### src/rtl/ddo_pkg.sv
// shared types, constants and helper functions of the odometry block
package ddo_pkg;

   localparam int CORDIC_STEPS_DEF = 24;
   localparam int MUL_A_W = 64;
   localparam int MUL_B_W = 34;
   localparam int MUL_P_W = MUL_A_W + MUL_B_W;
   localparam int CSR_IDX_W = 2;
   localparam int CSR_DATA_W = 32;

   localparam logic [CSR_IDX_W-1:0] CSR_METERS_PER_COUNT = 2'd0;
   localparam logic [CSR_IDX_W-1:0] CSR_INVERSE_WHEEL_BASE = 2'd1;
   localparam logic [CSR_IDX_W-1:0] CSR_SAMPLE_RATE = 2'd2;
   localparam logic [15:0] SAMPLE_RATE_RESET = 16'd1000;

   localparam logic signed [31:0] PI_Q28 = 32'sd843314857;
   localparam logic signed [31:0] HALF_PI_Q28 = 32'sd421657428;
   localparam logic signed [32:0] PI_Q28_W = 33'sd843314857;
   localparam logic signed [32:0] TWO_PI_Q28_W = 33'sd1686629713;
   localparam logic signed [33:0] CORDIC_GAIN_Q30 = 34'sd652032874;

   localparam logic [32:0] CAP_SPEED = 33'h1_0000_0000 >> 1;
   localparam logic [32:0] CAP_TURN = 33'd843314857;
   localparam logic [32:0] CAP_TRAVEL = 33'h0_FFFF_FFFF;
   localparam logic [32:0] CAP_NONE = 33'h1_FFFF_FFFF;

   typedef struct packed {
      logic                 start;
      logic [MUL_A_W-1:0]   multiplicand;
      logic [MUL_B_W-1:0]   multiplier;
   } mul_cmd_type;

   typedef struct packed {
      logic                 done;
      logic [MUL_P_W-1:0]   product;
   } mul_rsp_type;

   function automatic logic signed [31:0] atan_q28(input logic [4:0] idx);
      logic signed [31:0] v;
      case (idx)
         5'd0:  v = 32'sd210828714;
         5'd1:  v = 32'sd124459457;
         5'd2:  v = 32'sd65760959;
         5'd3:  v = 32'sd33381290;
         5'd4:  v = 32'sd16755422;
         5'd5:  v = 32'sd8385879;
         5'd6:  v = 32'sd4193963;
         5'd7:  v = 32'sd2097109;
         5'd8:  v = 32'sd1048571;
         5'd9:  v = 32'sd524287;
         5'd10: v = 32'sd262144;
         5'd11: v = 32'sd131072;
         5'd12: v = 32'sd65536;
         5'd13: v = 32'sd32768;
         5'd14: v = 32'sd16384;
         5'd15: v = 32'sd8192;
         5'd16: v = 32'sd4096;
         5'd17: v = 32'sd2048;
         5'd18: v = 32'sd1024;
         5'd19: v = 32'sd512;
         5'd20: v = 32'sd256;
         5'd21: v = 32'sd128;
         5'd22: v = 32'sd64;
         5'd23: v = 32'sd32;
         5'd24: v = 32'sd16;
         5'd25: v = 32'sd8;
         5'd26: v = 32'sd4;
         5'd27: v = 32'sd2;
         5'd28: v = 32'sd1;
         5'd29: v = 32'sd1;
         default: v = 32'sd0;
      endcase
      return v;
   endfunction

   // magnitude of a 34-bit signed value
   function automatic logic [33:0] mag34(input logic signed [33:0] v);
      return v[33] ? 34'(-v) : 34'(v);
   endfunction

   // apply sign to a capped magnitude and saturate to 32 bits
   function automatic logic signed [31:0] sign_sat(input logic neg, input logic [32:0] m);
      logic signed [31:0] r;
      if (neg) begin
         r = 32'(-$signed({1'b0, m}));
      end else if (m > 33'h0_7FFF_FFFF) begin
         r = 32'sh7FFF_FFFF;
      end else begin
         r = 32'(m);
      end
      return r;
   endfunction

   function automatic logic signed [31:0] sat35(input logic signed [34:0] v);
      logic signed [31:0] r;
      if (v > 35'sh0_7FFF_FFFF) begin
         r = 32'sh7FFF_FFFF;
      end else if (v < -35'sh0_8000_0000) begin
         r = 32'sh8000_0000;
      end else begin
         r = 32'(v);
      end
      return r;
   endfunction

endpackage

### src/rtl/ddo_if.sv
// request and response channel interfaces of the odometry block
interface ddo_req_if;
   logic                valid;
   logic                ready;
   logic signed [31:0]  right_count;
   logic signed [31:0]  left_count;
   modport source (output valid, right_count, left_count, input ready);
   modport sink (input valid, right_count, left_count, output ready);
endinterface

interface ddo_rsp_if;
   logic                valid;
   logic                ready;
   logic signed [31:0]  x_position;
   logic signed [31:0]  y_position;
   logic signed [30:0]  heading;
   logic signed [31:0]  right_speed;
   logic signed [31:0]  left_speed;
   logic signed [31:0]  linear_speed;
   logic signed [31:0]  angular_speed;
   modport source (output valid, x_position, y_position, heading, right_speed, left_speed,
                   linear_speed, angular_speed, input ready);
   modport sink (input valid, x_position, y_position, heading, right_speed, left_speed,
                 linear_speed, angular_speed, output ready);
endinterface

### src/rtl/ddo_mul.sv
// bit-serial shift-add multiplier, one multiplier bit per cycle
module ddo_mul import ddo_pkg::*; (
   input  logic        clock,
   input  logic        reset,
   input  mul_cmd_type cmd,
   output mul_rsp_type rsp
);
   localparam int CW = $clog2(MUL_B_W);

   logic [MUL_A_W-1:0] a_ff, a_in;
   logic [MUL_A_W-1:0] hi_ff, hi_in;
   logic [MUL_B_W-1:0] lo_ff, lo_in;
   logic [CW-1:0]      cnt_ff, cnt_in;
   logic               busy_ff, busy_in;
   logic               done_ff, done_in;
   logic [MUL_A_W:0]   acc;

   always_comb begin
      a_in = a_ff;
      hi_in = hi_ff;
      lo_in = lo_ff;
      cnt_in = cnt_ff;
      busy_in = busy_ff;
      done_in = 1'b0;
      acc = {1'b0, hi_ff} + (lo_ff[0] ? {1'b0, a_ff} : '0);
      if (cmd.start) begin
         a_in = cmd.multiplicand;
         hi_in = '0;
         lo_in = cmd.multiplier;
         cnt_in = '0;
         busy_in = 1'b1;
      end else if (busy_ff) begin
         hi_in = acc[MUL_A_W:1];
         lo_in = {acc[0], lo_ff[MUL_B_W-1:1]};
         cnt_in = cnt_ff + 1'b1;
         if (cnt_ff == CW'(MUL_B_W - 1)) begin
            busy_in = 1'b0;
            done_in = 1'b1;
         end
      end
   end

   always_ff @(posedge clock) begin
      if (reset) begin
         busy_ff <= 1'b0;
         done_ff <= 1'b0;
         cnt_ff <= '0;
      end else begin
         busy_ff <= busy_in;
         done_ff <= done_in;
         cnt_ff <= cnt_in;
      end
      a_ff <= a_in;
      hi_ff <= hi_in;
      lo_ff <= lo_in;
   end

   assign rsp.done = done_ff;
   assign rsp.product = {hi_ff, lo_ff};
endmodule

### src/rtl/ddo_cordic.sv
// iterative cordic for cosine and sine of the heading, one rotation per cycle
module ddo_cordic import ddo_pkg::*; #(
   parameter int CORDIC_STEPS = CORDIC_STEPS_DEF
) (
   input  logic               clock,
   input  logic               reset,
   input  logic               start,
   input  logic signed [30:0] angle,
   output logic               busy,
   output logic signed [33:0] cos_out,
   output logic signed [33:0] sin_out
);
   localparam int IW = $clog2(CORDIC_STEPS);

   logic signed [33:0] x_ff, x_in, y_ff, y_in, xs, ys;
   logic signed [31:0] z_ff, z_in, ang, at;
   logic [IW-1:0]      i_ff, i_in;
   logic               flip_ff, flip_in, busy_ff, busy_in;

   always_comb begin
      x_in = x_ff;
      y_in = y_ff;
      z_in = z_ff;
      i_in = i_ff;
      flip_in = flip_ff;
      busy_in = busy_ff;
      ang = 32'(angle);
      xs = x_ff >>> i_ff;
      ys = y_ff >>> i_ff;
      at = atan_q28(5'(i_ff));
      if (start) begin
         x_in = CORDIC_GAIN_Q30;
         y_in = '0;
         i_in = '0;
         busy_in = 1'b1;
         // fold angles beyond a quarter turn by pi
         if (ang > HALF_PI_Q28) begin
            z_in = ang - PI_Q28;
            flip_in = 1'b1;
         end else if (ang < -HALF_PI_Q28) begin
            z_in = ang + PI_Q28;
            flip_in = 1'b1;
         end else begin
            z_in = ang;
            flip_in = 1'b0;
         end
      end else if (busy_ff) begin
         if (z_ff >= 0) begin
            x_in = x_ff - ys;
            y_in = y_ff + xs;
            z_in = z_ff - at;
         end else begin
            x_in = x_ff + ys;
            y_in = y_ff - xs;
            z_in = z_ff + at;
         end
         i_in = i_ff + 1'b1;
         if (i_ff == IW'(CORDIC_STEPS - 1)) begin
            busy_in = 1'b0;
         end
      end
   end

   always_ff @(posedge clock) begin
      if (reset) begin
         busy_ff <= 1'b0;
         i_ff <= '0;
      end else begin
         busy_ff <= busy_in;
         i_ff <= i_in;
      end
      x_ff <= x_in;
      y_ff <= y_in;
      z_ff <= z_in;
      flip_ff <= flip_in;
   end

   assign busy = busy_ff;
   assign cos_out = flip_ff ? -x_ff : x_ff;
   assign sin_out = flip_ff ? -y_ff : y_ff;
endmodule

### src/rtl/differential_drive_odometry_top.sv
// differential drive odometry: pose and speeds from two encoder counts
// ten products run in order on the single shared serial multiplier, then one pose
// update and output load; a request is taken only while the sequencer is idle, so the
// next one waits until the last response has been loaded into the output register;
// a held response stalls the pose step and the next request
// the cordic runs alongside the first products and never adds time
// reset (synchronous, active high) clears pose, last counts and registers to defaults
module differential_drive_odometry_top import ddo_pkg::*; #(
   parameter int CORDIC_STEPS = CORDIC_STEPS_DEF
) (
   input  logic                  clock,
   input  logic                  reset,
   ddo_req_if.sink               req,
   ddo_rsp_if.source             rsp,
   input  logic                  csr_write_enable,
   input  logic [CSR_IDX_W-1:0]  csr_index,
   input  logic [CSR_DATA_W-1:0] csr_write_data
);
   // sequencer states
   typedef enum logic [3:0] {
      ST_IDLE  = 4'b0001,
      ST_ISSUE = 4'b0010,
      ST_WAIT  = 4'b0100,
      ST_POSE  = 4'b1000
   } state_type;

   // products worked through in order on the shared multiplier
   typedef enum logic [3:0] {
      OP_SCALE, OP_RIGHT, OP_LEFT, OP_LIN, OP_TURN,
      OP_DTH, OP_ANG, OP_DX, OP_PX, OP_PY
   } op_type;

   state_type state_ff, state_in;
   op_type    op_ff, op_in;

   // configuration registers
   logic [31:0] mpc_ff, iwb_ff;
   logic [15:0] sr_ff;

   // persistent odometry state
   logic [31:0]        last_r_ff, last_l_ff;
   logic signed [31:0] pose_x_ff, pose_x_in, pose_y_ff, pose_y_in;
   logic signed [30:0] pose_h_ff, pose_h_in;

   // per-request working registers
   logic signed [33:0] dr_ff, dl_ff, sum_ff, diff_ff;
   logic signed [33:0] dr_new, dl_new;
   logic [47:0]        scale_ff, scale_in;
   logic [63:0]        turn_ff, turn_in;
   logic signed [30:0] dth_ff, dth_in;
   logic [31:0]        dx_mag_ff, dx_mag_in;
   logic signed [31:0] rs_ff, rs_in, ls_ff, ls_in, lin_ff, lin_in, ang_ff, ang_in;

   // output register
   logic               rsp_valid_ff, rsp_valid_in;
   logic signed [31:0] o_x_ff, o_y_ff, o_rs_ff, o_ls_ff, o_lin_ff, o_ang_ff;
   logic signed [30:0] o_h_ff;
   logic               load_out;

   mul_cmd_type        mcmd;
   mul_rsp_type        mrsp;
   logic               mul_start;
   logic               cordic_busy;
   logic signed [33:0] cos_v, sin_v;

   logic               accept;
   logic [4:0]         shamt;
   logic [32:0]        cap;
   logic [MUL_P_W-1:0] shifted;
   logic [32:0]        capped;
   logic               term_neg;
   logic signed [34:0] term, pos_sum;
   logic signed [32:0] h_sum;

   assign accept = req.valid && req.ready;
   assign req.ready = (state_ff == ST_IDLE);

   // wrapped count deltas; left is negated so forward is positive on both
   assign dr_new = 34'($signed(req.right_count - $signed(last_r_ff)));
   assign dl_new = -34'($signed(req.left_count - $signed(last_l_ff)));

   ddo_mul u_mul (
      .clock (clock),
      .reset (reset),
      .cmd   (mcmd),
      .rsp   (mrsp)
   );

   ddo_cordic #(.CORDIC_STEPS(CORDIC_STEPS)) u_cordic (
      .clock   (clock),
      .reset   (reset),
      .start   (accept),
      .angle   (pose_h_ff),
      .busy    (cordic_busy),
      .cos_out (cos_v),
      .sin_out (sin_v)
   );

   // operand select, shift and cap for the product in hand
   always_comb begin
      mcmd.start = mul_start;
      mcmd.multiplicand = '0;
      mcmd.multiplier = '0;
      shamt = 5'd0;
      cap = CAP_NONE;
      case (op_ff)
         OP_SCALE: begin
            mcmd.multiplicand = MUL_A_W'(mpc_ff);
            mcmd.multiplier = MUL_B_W'(sr_ff);
         end
         OP_RIGHT: begin
            mcmd.multiplicand = MUL_A_W'(scale_ff);
            mcmd.multiplier = mag34(dr_ff);
            shamt = 5'd16;
            cap = CAP_SPEED;
         end
         OP_LEFT: begin
            mcmd.multiplicand = MUL_A_W'(scale_ff);
            mcmd.multiplier = mag34(dl_ff);
            shamt = 5'd16;
            cap = CAP_SPEED;
         end
         OP_LIN: begin
            mcmd.multiplicand = MUL_A_W'(scale_ff);
            mcmd.multiplier = mag34(sum_ff);
            shamt = 5'd17;
            cap = CAP_SPEED;
         end
         OP_TURN: begin
            mcmd.multiplicand = MUL_A_W'(mpc_ff);
            mcmd.multiplier = MUL_B_W'(iwb_ff);
         end
         OP_DTH: begin
            mcmd.multiplicand = turn_ff;
            mcmd.multiplier = mag34(diff_ff);
            shamt = 5'd28;
            cap = CAP_TURN;
         end
         OP_ANG: begin
            mcmd.multiplicand = MUL_A_W'(mag34(34'(dth_ff)));
            mcmd.multiplier = MUL_B_W'(sr_ff);
            shamt = 5'd12;
            cap = CAP_SPEED;
         end
         OP_DX: begin
            mcmd.multiplicand = MUL_A_W'(mpc_ff);
            mcmd.multiplier = mag34(sum_ff);
            shamt = 5'd17;
            cap = CAP_TRAVEL;
         end
         OP_PX: begin
            mcmd.multiplicand = MUL_A_W'(mag34(cos_v));
            mcmd.multiplier = MUL_B_W'(dx_mag_ff);
            shamt = 5'd30;
         end
         OP_PY: begin
            mcmd.multiplicand = MUL_A_W'(mag34(sin_v));
            mcmd.multiplier = MUL_B_W'(dx_mag_ff);
            shamt = 5'd30;
         end
         default: begin
            mcmd.multiplicand = '0;
         end
      endcase
      shifted = mrsp.product >> shamt;
      capped = (shifted > MUL_P_W'(cap)) ? cap : shifted[32:0];
      // position step: sign of travel times sign of the rotation term
      term_neg = sum_ff[33] ^ ((op_ff == OP_PX) ? cos_v[33] : sin_v[33]);
      term = term_neg ? -$signed({2'b00, capped}) : $signed({2'b00, capped});
      pos_sum = 35'((op_ff == OP_PX) ? pose_x_ff : pose_y_ff) + term;
   end

   // sequencer
   always_comb begin
      state_in = state_ff;
      op_in = op_ff;
      mul_start = 1'b0;
      scale_in = scale_ff;
      turn_in = turn_ff;
      dth_in = dth_ff;
      dx_mag_in = dx_mag_ff;
      rs_in = rs_ff;
      ls_in = ls_ff;
      lin_in = lin_ff;
      ang_in = ang_ff;
      pose_x_in = pose_x_ff;
      pose_y_in = pose_y_ff;
      pose_h_in = pose_h_ff;
      load_out = 1'b0;
      // heading update with a single wrap into plus or minus pi
      h_sum = 33'(pose_h_ff) + 33'(dth_ff);
      if (h_sum > PI_Q28_W) begin
         h_sum = h_sum - TWO_PI_Q28_W;
      end else if (h_sum < -PI_Q28_W) begin
         h_sum = h_sum + TWO_PI_Q28_W;
      end
      unique case (state_ff)
         ST_IDLE: begin
            if (accept) begin
               op_in = OP_SCALE;
               state_in = ST_ISSUE;
            end
         end
         ST_ISSUE: begin
            // rotation terms need the cordic finished
            if (!((op_ff == OP_PX) && cordic_busy)) begin
               mul_start = 1'b1;
               state_in = ST_WAIT;
            end
         end
         ST_WAIT: begin
            if (mrsp.done) begin
               case (op_ff)
                  OP_SCALE: scale_in = mrsp.product[47:0];
                  OP_RIGHT: rs_in = sign_sat(dr_ff[33], capped);
                  OP_LEFT:  ls_in = sign_sat(dl_ff[33], capped);
                  OP_LIN:   lin_in = sign_sat(sum_ff[33], capped);
                  OP_TURN:  turn_in = mrsp.product[63:0];
                  OP_DTH:   dth_in = 31'(sign_sat(diff_ff[33], capped));
                  OP_ANG:   ang_in = sign_sat(dth_ff[30], capped);
                  OP_DX:    dx_mag_in = capped[31:0];
                  OP_PX:    pose_x_in = sat35(pos_sum);
                  OP_PY:    pose_y_in = sat35(pos_sum);
                  default:  scale_in = scale_ff;
               endcase
               if (op_ff == OP_PY) begin
                  state_in = ST_POSE;
               end else begin
                  op_in = op_type'(op_ff + 1'b1);
                  state_in = ST_ISSUE;
               end
            end
         end
         ST_POSE: begin
            // hold until the previous response has gone
            if (!rsp_valid_ff || rsp.ready) begin
               pose_h_in = 31'(h_sum);
               load_out = 1'b1;
               state_in = ST_IDLE;
            end
         end
         default: begin
            state_in = ST_IDLE;
         end
      endcase
      rsp_valid_in = load_out || (rsp_valid_ff && !rsp.ready);
   end

   always_ff @(posedge clock) begin
      if (reset) begin
         state_ff <= ST_IDLE;
         op_ff <= OP_SCALE;
         rsp_valid_ff <= 1'b0;
         mpc_ff <= '0;
         iwb_ff <= '0;
         sr_ff <= SAMPLE_RATE_RESET;
         last_r_ff <= '0;
         last_l_ff <= '0;
         pose_x_ff <= '0;
         pose_y_ff <= '0;
         pose_h_ff <= '0;
      end else begin
         state_ff <= state_in;
         op_ff <= op_in;
         rsp_valid_ff <= rsp_valid_in;
         pose_x_ff <= pose_x_in;
         pose_y_ff <= pose_y_in;
         pose_h_ff <= pose_h_in;
         if (csr_write_enable) begin
            unique case (csr_index)
               CSR_METERS_PER_COUNT:   mpc_ff <= csr_write_data;
               CSR_INVERSE_WHEEL_BASE: iwb_ff <= csr_write_data;
               CSR_SAMPLE_RATE:        sr_ff <= csr_write_data[15:0];
               default:                mpc_ff <= mpc_ff;
            endcase
         end
         if (accept) begin
            last_r_ff <= req.right_count;
            last_l_ff <= req.left_count;
         end
      end
      if (accept) begin
         dr_ff <= dr_new;
         dl_ff <= dl_new;
         sum_ff <= dr_new + dl_new;
         diff_ff <= dr_new - dl_new;
      end
      scale_ff <= scale_in;
      turn_ff <= turn_in;
      dth_ff <= dth_in;
      dx_mag_ff <= dx_mag_in;
      rs_ff <= rs_in;
      ls_ff <= ls_in;
      lin_ff <= lin_in;
      ang_ff <= ang_in;
      if (load_out) begin
         o_x_ff <= pose_x_ff;
         o_y_ff <= pose_y_ff;
         o_h_ff <= pose_h_in;
         o_rs_ff <= rs_ff;
         o_ls_ff <= ls_ff;
         o_lin_ff <= lin_ff;
         o_ang_ff <= ang_ff;
      end
   end

   assign rsp.valid = rsp_valid_ff;
   assign rsp.x_position = o_x_ff;
   assign rsp.y_position = o_y_ff;
   assign rsp.heading = o_h_ff;
   assign rsp.right_speed = o_rs_ff;
   assign rsp.left_speed = o_ls_ff;
   assign rsp.linear_speed = o_lin_ff;
   assign rsp.angular_speed = o_ang_ff;
endmodule

### src/flat_wrapper.sv
// flat-port wrapper written by rule: the top's interface ports become plain ports
module differential_drive_odometry_top_flat import ddo_pkg::*;
#(
   parameter int CORDIC_STEPS = CORDIC_STEPS_DEF
)
  (clock, reset, csr_write_enable, csr_index, csr_write_data, req_valid, req_right_count, req_left_count, req_ready, rsp_valid, rsp_x_position, rsp_y_position, rsp_heading, rsp_right_speed, rsp_left_speed, rsp_linear_speed, rsp_angular_speed, rsp_ready);
  ddo_req_if req_i ();
  ddo_rsp_if rsp_i ();
  input  logic clock;
  input  logic reset;
  input  logic csr_write_enable;
  input  logic [CSR_IDX_W-1:0] csr_index;
  input  logic [CSR_DATA_W-1:0] csr_write_data;
  input wire logic [$bits(req_i.valid)-1:0] req_valid;
  input wire logic [$bits(req_i.right_count)-1:0] req_right_count;
  input wire logic [$bits(req_i.left_count)-1:0] req_left_count;
  output wire logic [$bits(req_i.ready)-1:0] req_ready;
  output wire logic [$bits(rsp_i.valid)-1:0] rsp_valid;
  output wire logic [$bits(rsp_i.x_position)-1:0] rsp_x_position;
  output wire logic [$bits(rsp_i.y_position)-1:0] rsp_y_position;
  output wire logic [$bits(rsp_i.heading)-1:0] rsp_heading;
  output wire logic [$bits(rsp_i.right_speed)-1:0] rsp_right_speed;
  output wire logic [$bits(rsp_i.left_speed)-1:0] rsp_left_speed;
  output wire logic [$bits(rsp_i.linear_speed)-1:0] rsp_linear_speed;
  output wire logic [$bits(rsp_i.angular_speed)-1:0] rsp_angular_speed;
  input wire logic [$bits(rsp_i.ready)-1:0] rsp_ready;
  assign req_i.valid = req_valid;
  assign req_i.right_count = req_right_count;
  assign req_i.left_count = req_left_count;
  assign req_ready = req_i.ready;
  assign rsp_valid = rsp_i.valid;
  assign rsp_x_position = rsp_i.x_position;
  assign rsp_y_position = rsp_i.y_position;
  assign rsp_heading = rsp_i.heading;
  assign rsp_right_speed = rsp_i.right_speed;
  assign rsp_left_speed = rsp_i.left_speed;
  assign rsp_linear_speed = rsp_i.linear_speed;
  assign rsp_angular_speed = rsp_i.angular_speed;
  assign rsp_i.ready = rsp_ready;
  differential_drive_odometry_top #(.CORDIC_STEPS(CORDIC_STEPS)) u_core (.clock(clock), .reset(reset), .req(req_i), .rsp(rsp_i), .csr_write_enable(csr_write_enable), .csr_index(csr_index), .csr_write_data(csr_write_data));
endmodule
### config.mk
export PLATFORM = sky130hd
export DESIGN_NAME = differential_drive_odometry_top_flat
export DESIGN_NICKNAME = d
export VERILOG_FILES = /design/src/rtl/ddo_pkg.sv /design/src/rtl/ddo_if.sv /design/src/rtl/ddo_mul.sv /design/src/rtl/ddo_cordic.sv /design/src/rtl/differential_drive_odometry_top.sv /design/src/flat_wrapper.sv
export SDC_FILE = /design/constraint.sdc
export NUM_CORES = 2
export LEC_CHECK = 0
export BUFFER_PORTS_ARGS = -buffer_cell sky130_fd_sc_hd__buf_2
export CAP_MARGIN = 30
export CORE_AREA = 2 2 410 412
export CTS_CLUSTER_DIAMETER = 60
export DETAILED_ROUTE_END_ITERATION = 10
export DIE_AREA = 0 0 412 414
export HOLD_SLACK_MARGIN = 0.06
export PLACE_DENSITY_LB_ADDON = 0.25
export SYNTH_ARGS = -nofsm -noshare
export SYNTH_HDL_FRONTEND = slang
export SYNTH_SLANG_ARGS = --single-unit
### constraint.sdc
create_clock -name clock -period 10.68 [get_ports clock]
set_input_delay 2.136 -clock clock [delete_from_list [all_inputs] [get_ports clock]]
set_output_delay 2.136 -clock clock [all_outputs]
set_load 0.02 [all_outputs]
==> flow_summary_export.csv <==
group,metric,value,unit
global_route,grtUsageMet1,44.6,%
die,die_x,412,um
place,place_hpwl,207000,um
power_and_ir_drop,clkPwrFrac,19.1,%
yosys,synth_ff_type,"edfxtp_1",
place,port_buffers,327,
place,placedCellCount,11000,
clock_network,cts_buffers,146,
worst_setup_path,cp-start-kind,"flop",
yosys,yosys_warnings,0,
die,die_area,171000,um2
place,place_ws,-0.165,ns
drt,routed_via_density,6.27,
timing,period_minus_slack,10.28,ns
worst_setup_path,cp_slowest_cell,"or4b_2",
min_path,hold_depth,0,
global_route,grt_pass1_wl,411000,um
timing,skew,0.0311,ns
timing,slew_violations,0,
clock_network,clock_path_buffers,3,
timing,setup_viol_count_final,0,
global_route,antenna_found_initial,28,
flow_run,cap_violations,0,
global_route,grtUsageTotal,31.3,%
timing,slew_headroom,24.9,%
power_and_ir_drop,p_comb_share,53.9,%
drt,drc,0,
die,start_util,49.7,%
outcome,outcome,"finished, final reports clean",
timing,finalHoldViolCount,0,
yosys,yosysSeqAreaShare,38.9,%
yosys,synth-edff-count,790,
worst_setup_path,cp_max_fo,24,
final_layout,nNetsFinal,9532,
worst_setup_path,path_class,"reg -> reg",
die,design.portCount,328,
power_and_ir_drop,powerDensity,294,nW/um2
final_layout,drive_gt1_share,12.8,%
power_and_ir_drop,power_switching_share,44.3,%
worst_setup_path,end_kind,"flop",
timing,finalCritPeriodShare,96.3,%
drt,vias,71100,
drt,drt_iter0_drc,8393,
power_and_ir_drop,switching_power,11900,uW
clock_network,cts.sinks,1212,
global_route,met2_usage,47.1,%
drt,dr.pass1.iters,8,
worst_setup_path,cp.depth,45,
worst_setup_path,crit_family,"compound AO/OA/AOI/OAI gates",
min_path,min_path_type,"reg -> reg",
worst_setup_path,crit_buf_inv,6,
power_and_ir_drop,p_int,15000,uW
worst_setup_path,reg2reg_slack,0.40,ns
worst_setup_path,critPathMaxStageDelay,0.78,ns
yosys,netlist_area,82600,um2
drt,wl,276000,um
global_route,grt_max_degree,171,
timing,tightest_slew,1.12,ns
die,fp-row-count,150,
final_layout,syn_to_final_growth,11.0,%
yosys,synth_seq_cells,1212,
global_route,grt-ovfl-total,0,
yosys,syn_inst,8836,
power_and_ir_drop,p_seq_share,27.0,%
worst_setup_path,ff2ff_path_depth,45,
clock_network,clock-root-buffer,"clkbuf_16",
die,coreArea,166000,um2
timing,setup_ws,0.399,ns
clock_network,htreeDepth,4,
clock_network,cts.clk_slew.worst_paths,0.06,ns
final_layout,final_cell_count_no_fill,11300,
die,dieHeight,414,um
yosys,synthArstFlopShare,0,%
final_layout,final_cell_mix,"nand2_1 (1004), edfxtp_1 (790), nor2_1 (675)",
yosys,syn_nets,9371,
global_route,met3_usage,6.49,%
timing,fmax,97.3,MHz
drt,wire_per_inst,24.3,um
worst_setup_path,crit_arrival,10.98,ns
place,place_congestion,1.02,
drt,antenna_left,0,
clock_network,clk-insertion-delay-late,0.82,ns
final_layout,final_common_cell,"nand2_1",
clock_network,cts_tree,"done",
power_and_ir_drop,power_leakage,0.0350,uW
yosys,synthDistinctLibCells,114,
power_and_ir_drop,vdd_drop_max,0.207,mV
global_route,busiest_layer,"met2",
global_route,grt_pass1_vias,65900,
yosys,avgSynthCellArea,9.35,um2
worst_setup_path,worstPathRequired,11.38,ns
worst reg2reg max path: cells and delay by family, from the launching register on:
family / cells / cell delay [ns]
xor+xnor: 2 / 0.35
mux: 3 / 0.80
fa+ha+maj: 4 / 1.12
buf+inv: 6 / 1.12
compound gates: 18 / 3.66
flops: 1 / 0.42
simple gates: 12 / 2.68
path summary, 6_finish.rpt:
kind,start,endpoint
max,u_core.op_ff[0],u_core.pose_y_ff[16]
min,u_core.ang_ff[25],u_core.rsp.angular_speed[25]
max reg2reg,u_core.op_ff[0],u_core.pose_y_ff[16]
min reg2reg,u_core.ang_ff[25],u_core.rsp.angular_speed[25]
metal layers:
metal,up-vias,share of wire (%)
met5,-,0.056
li1,32800,-
met3,514,9.7
met4,24,3.5
met2,3365,43
met1,34300,43
logic make-up (layout without fill, tap and decap cells):
family | count (synthesis) | after routing | synth area share, %
buf+inv | 788 | 1072 | 3.80
fa+ha+maj | 432 | 432 | 6.63
flops | 1212 | 1212 | 38.9
other cells | 0 | 7 | 0
xor+xnor | 805 | 805 | 8.58
compound gates | 2363 | 2363 | 18.8
simple gates | 2781 | 2781 | 15.9
mux | 455 | 455 | 7.34
metrics by stage:
step / util (%) / instance area (um2) / hold slack, ns / total power, uW / TNS (ns)
3_5_place_dp: 52.0 / 86400 / 0.405 / 21500 / -3.65
2_1_floorplan: - / 82600 / 0.400 / 17700 / 0
4_1_cts: 55.0 / 91500 / 0.398 / 26700 / 0
5_1_grt: 55.1 / 91700 / 0.422 / 28600 / -0.00885
6_report: 55.1 / 91700 / 0.404 / 26900 / 0
3_3_place_gp: 51.9 / 86400 / 0.401 / 21200 / 0
state kept, by name (all words and copies together) (netlist names), 33 cells and up:
name / cells
u_core.diff_ff: 34
u_core.u_cordic.y_ff: 34
u_core.u_mul.hi_ff: 64
u_core.u_mul.lo_ff: 34
u_core.sum_ff: 33
u_core.u_mul.a_ff: 64
u_core.turn_ff: 64
u_core.scale_ff: 48
u_core.dl_ff: 34
u_core.u_cordic.x_ff: 34
cells in the mapped netlist, types with 58 or more instances:
master | number | area share (%)
nand2_1 | 1007 | 4.6
edfxtp_1 | 790 | 29
nor2_1 | 685 | 3.1
a21oi_1 | 638 | 3.9
o21ai_0 | 559 | 3.4
xnor2_1 | 449 | 4.8
dfxtp_1 | 422 | 10
ha_1 | 422 | 6.4
clkbuf_1 | 380 | 1.7
xor2_1 | 353 | 3.7
inv_1 | 290 | 1.3
mux2i_1 | 231 | 2.8
nor3_1 | 171 | 1.0
a21o_1 | 154 | 1.4
a211oi_1 | 120 | 1.1
mux2_2 | 114 | 1.6
o31ai_1 | 113 | 1.0
and2_1 | 111 | 0.84
mux4_2 | 109 | 3.0
nand3_1 | 109 | 0.66
nand2b_1 | 102 | 0.77
or3_1 | 99 | 0.75
o21a_1 | 85 | 0.77
nor2b_1 | 75 | 0.57
and3_1 | 72 | 0.55
or2_2 | 62 | 0.47
or4_1 | 58 | 0.53
final cells by class:
type,count,area (um2)
diodes,7,17.5
clock buffers,170,3910
clock inverters,101,1120
fillers,14800,74600
inverters,295,1120
multi-input cells,6836,47500
flip-flops and latches,1212,32200
well taps,2204,2760
repair buffers,506,3050
power groups by stage:
stage | sequential [uW] | combinational (uW) | clock (uW)
global placement | 7300 | 13900 | 0
finish | 7260 | 14500 | 5150
floorplan | 6760 | 10900 | 0
global route | 7310 | 15900 | 5400
detailed placement | 7320 | 14100 | 0
CTS | 7230 | 14200 | 5220
timing repair:
item                                    CTS  global route
setup buffers                             3             5
gates resized for setup                   0            27
hold buffers                              0             0
endpoints found under the setup margin   60            64
pin swaps                                 1             0
Note: power is estimated with default switching activity, not from simulation.
